[src/design/mlpq_pkg.sv]
// Package of the multi-level priority queue: operation and status codes.
// Depends on nothing; used by the top level, both checkers and the testbench.
package mlpq_pkg;

  typedef logic [1:0] status_t;

  localparam logic    FUNC_INSERT = 1'b0;
  localparam logic    FUNC_DELETE = 1'b1;

  localparam status_t ST_OK    = 2'd0;
  localparam status_t ST_FULL  = 2'd1;
  localparam status_t ST_EMPTY = 2'd2;

  localparam logic signed [31:0] EMPTY_WORD = -32'sd1;
  localparam logic signed [31:0] ZERO_WORD  = 32'sd0;

endpackage

[src/design/mlpq_ram.sv]
// Generic single-write, single-read RAM with a registered read port.
// Depends on nothing.
module mlpq_ram #(
  parameter int WIDTH = 32,
  parameter int DEPTH = 64
) (
  input  logic                     clk,
  input  logic                     we,
  input  logic [$clog2(DEPTH)-1:0] waddr,
  input  logic [WIDTH-1:0]         wdata,
  input  logic                     re,
  input  logic [$clog2(DEPTH)-1:0] raddr,
  output logic [WIDTH-1:0]         rdata
);

  logic [WIDTH-1:0] mem [DEPTH];

  always_ff @(posedge clk) begin
    if (we) begin
      mem[waddr] <= wdata;
    end
    if (re) begin
      rdata <= mem[raddr];
    end
  end

endmodule

[src/design/mlpq_pick.sv]
// Priority encoder that finds the highest non-empty level.
// Depends on nothing; used by the top level.
module mlpq_pick #(
  parameter int NUM_LEVELS = 8
) (
  input  logic [NUM_LEVELS-1:0]         nonempty,
  output logic                          found,
  output logic [$clog2(NUM_LEVELS)-1:0] level
);

  localparam int LVL_W = $clog2(NUM_LEVELS);

  // Later (higher) levels override earlier ones.
  always_comb begin
    found = 1'b0;
    level = '0;
    for (int i = 0; i < NUM_LEVELS; i++) begin
      if (nonempty[i]) begin
        found = 1'b1;
        level = LVL_W'(i);
      end
    end
  end

endmodule

[src/design/multi_level_priority_queue.sv]
// Top level of the multi-level priority queue: ring pointers, decision logic
// and result register. Depends on mlpq_pkg, mlpq_pick and mlpq_ram.
//
//   channel  | handshake             | payload
//   ---------+-----------------------+-------------------------------
//   input    | in_valid / in_stall   | func, data, priority_req
//   output   | out_valid / out_stall | data_out, status
//
// One operation is accepted per cycle while the output is not stalled; its result appears in the next cycle.
// Each operation makes at most one access to the entry RAM, which sets the rate.
// Reset clears every ring's head and count; the entry RAM is not cleared.
// The input is stalled only while a finished result waits on a stalled output.
module multi_level_priority_queue
  import mlpq_pkg::*;
#(
  parameter int NUM_LEVELS  = 8,
  parameter int LEVEL_DEPTH = 8
) (
  input  logic               clk,
  input  logic               rst,
  input  logic               in_valid,
  output logic               in_stall,
  input  logic               func,
  input  logic signed [31:0] data,
  input  logic [3:0]         priority_req,
  output logic               out_valid,
  input  logic               out_stall,
  output logic signed [31:0] data_out,
  output logic [1:0]         status
);

  localparam int LVL_W  = $clog2(NUM_LEVELS);
  localparam int PTR_W  = $clog2(LEVEL_DEPTH);
  localparam int CNT_W  = $clog2(LEVEL_DEPTH + 1);
  localparam int SUM_W  = PTR_W + 1;
  localparam int MEM_D  = NUM_LEVELS * LEVEL_DEPTH;
  localparam int ADDR_W = $clog2(MEM_D);
  // Wide enough to hold both a 4-bit priority and the level count itself.
  localparam int PRI_W  = 6;

  // Per-level ring state: the slot of the oldest word and the number held.
  logic [PTR_W-1:0] head  [NUM_LEVELS];
  logic [CNT_W-1:0] count [NUM_LEVELS];

  logic [NUM_LEVELS-1:0] nonempty;
  logic                  found;
  logic [LVL_W-1:0]      pick_lvl;

  logic                  accept;
  logic                  is_insert;
  logic                  prio_ok;
  logic                  ins_ok;
  logic [LVL_W-1:0]      ins_lvl;
  logic [SUM_W-1:0]      tail_sum;
  logic [PTR_W-1:0]      tail_slot;
  logic [PTR_W-1:0]      pick_head;
  logic [PTR_W-1:0]      pick_head_next;
  logic [ADDR_W-1:0]     waddr;
  logic [ADDR_W-1:0]     raddr;
  logic                  do_write;
  logic                  do_read;
  logic [31:0]           rdata;

  // Result register: status, and whether the word comes from the RAM.
  status_t               status_q;
  logic                  from_ram;

  always_comb begin
    for (int i = 0; i < NUM_LEVELS; i++) begin
      nonempty[i] = (count[i] != '0);
    end
  end

  mlpq_pick #(
    .NUM_LEVELS (NUM_LEVELS)
  ) u_pick (
    .nonempty (nonempty),
    .found    (found),
    .level    (pick_lvl)
  );

  // An output slot is free when nothing is held or the held result leaves now.
  assign in_stall  = out_valid && out_stall;
  assign accept    = in_valid && !in_stall;
  assign is_insert = (func == FUNC_INSERT);

  // A priority of zero or above the level count behaves like a full level.
  assign prio_ok = (priority_req != 4'd0) &&
                   ({2'b00, priority_req} <= PRI_W'(NUM_LEVELS));
  assign ins_lvl = LVL_W'(priority_req - 4'd1);
  assign ins_ok  = prio_ok && (count[ins_lvl] != CNT_W'(LEVEL_DEPTH));

  // Tail slot of the insert ring: head plus count, wrapped once.
  always_comb begin
    tail_sum = SUM_W'(head[ins_lvl]) + SUM_W'(count[ins_lvl]);
    if (tail_sum >= SUM_W'(LEVEL_DEPTH)) begin
      tail_slot = PTR_W'(tail_sum - SUM_W'(LEVEL_DEPTH));
    end else begin
      tail_slot = PTR_W'(tail_sum);
    end
  end

  assign pick_head      = head[pick_lvl];
  assign pick_head_next = (pick_head == PTR_W'(LEVEL_DEPTH - 1)) ? '0 : pick_head + 1'b1;

  assign waddr = ADDR_W'(ins_lvl) * ADDR_W'(LEVEL_DEPTH) + ADDR_W'(tail_slot);
  assign raddr = ADDR_W'(pick_lvl) * ADDR_W'(LEVEL_DEPTH) + ADDR_W'(pick_head);

  assign do_write = accept && is_insert && ins_ok;
  assign do_read  = accept && !is_insert && found;

  // A read in the cycle after a write to the same slot sees the new word,
  // since the write lands at the edge that accepts the insert.
  mlpq_ram #(
    .WIDTH (32),
    .DEPTH (MEM_D)
  ) u_store (
    .clk   (clk),
    .we    (do_write),
    .waddr (waddr),
    .wdata ($unsigned(data)),
    .re    (do_read),
    .raddr (raddr),
    .rdata (rdata)
  );

  // Ring pointers move at the edge that accepts the operation, so the next
  // operation already sees the updated state.
  always_ff @(posedge clk) begin
    if (rst) begin
      for (int i = 0; i < NUM_LEVELS; i++) begin
        head[i]  <= '0;
        count[i] <= '0;
      end
    end else begin
      if (do_write) begin
        count[ins_lvl] <= count[ins_lvl] + 1'b1;
      end
      if (do_read) begin
        count[pick_lvl] <= count[pick_lvl] - 1'b1;
        head[pick_lvl]  <= pick_head_next;
      end
    end
  end

  always_ff @(posedge clk) begin
    if (rst) begin
      out_valid <= 1'b0;
    end else if (accept) begin
      out_valid <= 1'b1;
    end else if (!out_stall) begin
      out_valid <= 1'b0;
    end
  end

  // The RAM read data holds while the result waits, because no new read is
  // issued until the held result has been transferred.
  always_ff @(posedge clk) begin
    if (accept) begin
      from_ram <= do_read;
      if (is_insert) begin
        status_q <= ins_ok ? ST_OK : ST_FULL;
      end else begin
        status_q <= found ? ST_OK : ST_EMPTY;
      end
    end
  end

  always_comb begin
    if (from_ram) begin
      data_out = $signed(rdata);
    end else if (status_q == ST_EMPTY) begin
      data_out = EMPTY_WORD;
    end else begin
      data_out = ZERO_WORD;
    end
  end

  assign status = status_q;

endmodule

[config.mk]
export PLATFORM = sky130hd
export DESIGN_NAME = multi_level_priority_queue
export DESIGN_NICKNAME = d
export VERILOG_FILES = /design/src/design/mlpq_pkg.sv /design/src/design/mlpq_ram.sv /design/src/design/mlpq_pick.sv /design/src/design/multi_level_priority_queue.sv
export SDC_FILE = /design/constraint.sdc
export NUM_CORES = 2
export LEC_CHECK = 0
export BUFFER_PORTS_ARGS = -buffer_cell sky130_fd_sc_hd__buf_2
export CAP_MARGIN = 0
export CORE_UTILIZATION = 60
export CTS_BUF_LIST = sky130_fd_sc_hd__clkbuf_4 sky130_fd_sc_hd__clkbuf_8 sky130_fd_sc_hd__clkbuf_16
export DETAILED_ROUTE_END_ITERATION = 8
export GPL_ROUTABILITY_DRIVEN = 0
export PLACE_DENSITY = 0.84
export SLEW_MARGIN = 20
export SYNTH_ARGS = -nofsm -noshare
export SYNTH_HDL_FRONTEND = slang
export SYNTH_SLANG_ARGS = --single-unit
[constraint.sdc]
create_clock -name clk -period 10.9 [get_ports clk]
set_input_delay 0.545 -clock clk [delete_from_list [all_inputs] [get_ports clk]]
set_output_delay 0.545 -clock clk [all_outputs]
set_load 0.01 [all_outputs]
==> flow_metrics.py <==
metrics = {
    "detailed_routing": {
        "vias_per_cell": 6.87,
        "drt_wl_total_mm": 225,
        "routedWlPerCell_um": 30.5,
        "antenna_left": 0,
        "drt-initial-drc-count": 8999,
        "route.detailed.drc": 1,
        "dr.pass1.iters": 9,
        "detailroute.via_count": 50800,
    },
    "final_layout": {
        "multi_input_area_mm2": 0.0184,
        "seq_area_mm2": 0.0643,
        "final_cell_mix": "edfxtp_1 (2,139), nand2_1 (1,202), mux2i_1 (521), a32oi_1 (500), nand3_1 (219)",
        "area_growth_pct": 11.6,
        "layout-drive-gt1-share_pct": 10.9,
        "final_nets": 5469,
        "nFillCells": 8176,
        "mostFrequentLayoutCell": "edfxtp_1",
    },
    "setup_path": {
        "path_common_cell": "nand3_1",
        "worstSetupPathType": "reg -> reg",
        "crit_slowest_cell": "buf_4",
        "max_stage_delay_ns": 0.90,
        "cp-end-kind": "register",
        "critPathLaunchType": "register",
        "cp.arrival_ns": 7.26,
        "crit_required_ns": 11.44,
        "crit_fanout": 129,
        "path_cells": "nor4_2 > nand3_1 > a211oi_1 > a2111o_2 > buf_12 > buf_4 > mux2i_1 > a32oi_1 > nand3_1 > nand2_1 > or4_1",
    },
    "global_routing": {
        "grt_use_total_pct": 31.3,
        "grt_max_degree": 163,
        "grt_pass1_wl_mm": 320,
        "antenna_found_initial": 23,
        "first_global_vias": 49400,
        "grt_remaining_overflow": 0,
    },
    "pwr": {
        "p_int_uw": 13400,
        "clock_power_share_pct": 39.1,
        "peakVddDrop_uv": 183,
        "switching_power_uw": 4200,
        "seqPwrFrac_pct": 52.1,
        "power_leakage_uw": 0.0320,
        "p_sw_share_pct": 23.9,
        "combPwrFrac_pct": 8.8,
        "power_density_mw_per_mm2": 188,
        "total_power_uw": 17600,
    },
    "timing": {
        "relSlewSlack_pct": 19.9,
        "setup_tns_ns": 0,
        "period_needed_ns": 6.72,
        "hold_viol_final": 0,
        "fin_worst_skew_ns": 0.0582,
        "slew_viol_final": 0,
        "period_share_pct": 61.6,
        "max_freq_mhz": 149,
        "setup_violations": 0,
        "tightest_slew_ns": 1.20,
        "rsz0062_at_grt": "false",
        "setup_slack_ns": 4.18,
    },
    "floorplanning": {
        "rows": 136,
        "core-area_mm2": 0.138,
        "io_pins": 77,
        "start_util_pct": 60.6,
        "die_x_um": 375,
        "dieArea_mm2": 0.141,
        "fp.dieH_um": 375,
    },
    "synth": {
        "ys_warn_count": 0,
        "syn_area_per_cell_um2": 15.6,
        "syn_inst": 5358,
        "ys_types": 54,
        "ys_seq_area_share_pct": 76.9,
        "synth_edf_count": 2139,
        "synthArstFlopShare_pct": 0,
        "synth_ff_type": "edfxtp_1",
        "ys_ff_latch": 2140,
        "syn_nets": 5406,
        "netlist_area_mm2": 0.0835,
    },
    "clock_tree": {
        "h-tree-depth": 4,
        "hold_buffers": 2,
        "clk_pin_slew_worst_paths_ns": 0.07,
        "cts_buffer_depth": 3,
        "cts.sinks": 2140,
        "clock_latency_ns": 0.87,
        "cts_buffers": 198,
        "cts_resized": 0,
        "cts_tree": "done",
        "cts-root-buf": "clkbuf_16",
        "post_cts.repair.setup_buffers": 0,
    },
    "placed_design": {
        "hpwlAfterDp_mm": 118,
        "numPortBuffers": 76,
        "dpl_worst_slack_ns": 3.85,
    },
    "job": {
        "max_cap_violations": 0,
    },
    "outcome": {
        "violations": "DRC",
        "status": "finished with violations",
    },
    "min_path": {
        "hold_class": "in -> reg",
    },
}
[per-layer routing]
| metal | share of wire, % | up-vias | track usage, % | wire (um) |
|---|---|---|---|---|
| li1 | - | 20900 | - | - |
| met1 | 34 | 24900 | 40.5 | 76200 |
| met2 | 46 | 4220 | 47.4 | 103000 |
| met3 | 15 | 669 | 9.79 | 33100 |
| met4 | 5.7 | 28 | 17.6 | 12700 |
| met5 | 0.083 | - | 0 | 187 |
[metrics by stage]
stage	hold slack, ns	instance area [um^2]	utilization, %	std cells
2_1_floorplan	0.637	83500	-	5358
3_3_place_gp	0.579	86100	62.5	6986
3_5_place_dp	0.602	86300	62.6	6992
4_1_cts	0.0103	92700	67.3	7359
5_1_grt	0.0605	93200	67.6	7381
6_report	0.0514	93200	67.6	7384
[cells by family after synthesis]
logic type,after synthesis,synth area share (%)
simple gates,1660,8.16
flops,2140,76.9
fa+ha+maj,7,0.114
buf+inv,354,1.76
compound gates,660,6.51
xor+xnor,8,0.0839
mux,529,6.46
[layout make-up]
class,instances,share of cell area [%]
Inverter,17,0.0765
Clock buffer,254,5.78
Antenna cell,4,0.0107
Multi-Input combinational cell,2864,19.7
Timing Repair Buffer,200,1.99
Tap cell,1794,2.41
Sequential cell,2140,68.9
Clock inverter,111,1.09
[synth_stat cells, types with 2 or more instances]
library cell	number	share of area, %
edfxtp_1	2139	77
nand2_1	1203	5.4
mux2i_1	521	6.2
a32oi_1	500	5.2
clkbuf_1	219	0.98
nand3_1	219	1.3
nor2_1	142	0.64
buf_2	98	0.59
a21o_1	40	0.36
or4_1	32	0.29
o21ai_1	29	0.17
a31oi_1	24	0.18
and3_1	19	0.14
a21oi_1	16	0.096
buf_1	16	0.072
inv_1	15	0.067
a211oi_1	11	0.099
o21ai_0	10	0.060
nand2b_1	9	0.067
mux4_2	8	0.22
nand4_1	7	0.052
xnor2_1	7	0.073
a2111oi_0	6	0.063
ha_1	6	0.090
nor4_1	6	0.045
o22ai_1	6	0.045
a32o_1	4	0.048
and2_1	4	0.030
buf_4	4	0.036
nand3b_1	4	0.036
nor2b_1	4	0.030
or3_1	3	0.022
nor3_1	2	0.012
nor4_2	2	0.030
o21a_1	2	0.018
o21ai_2	2	0.021
o31ai_1	2	0.018
[critical path, delay by kind of cell (launching register included)]
kind	cells	cell delay (ns)
AND/OR/NAND/NOR	5	2.68
flip-flops	1	0.45
multiplexers	1	0.28
buffers and inverters	2	1.50
AO/OA/AOI/OAI	3	1.20
[power by group through the flow]
stage,logic [uW],clock network (uW),registers (uW)
2_1_floorplan,849,0,9300
3_3_place_gp,1400,0,9320
3_5_place_dp,1450,0,9320
4_1_cts,1470,6850,9150
5_1_grt,1590,7170,9150
6_report,1540,6870,9150
[final timing paths]
check	cells past startpoint	end	slack [ns]	startpoint
hold / removal	5	out_valid	0.05	out_stall
setup / recovery	11	u_store.rdata[9]	4.18	count[6][2]
setup reg to reg	11	u_store.rdata[9]	4.18	count[6][2]
hold reg to reg	4	out_valid	0.61	out_valid
[sequential cells by signal (all words and copies together) (netlist names)]
name / count
head: 24
from_ram: 1
u_store.mem: 2048
status: 2
out_valid: 1
count: 32
u_store.rdata: 32
Power figures use the tool's default switching activity.
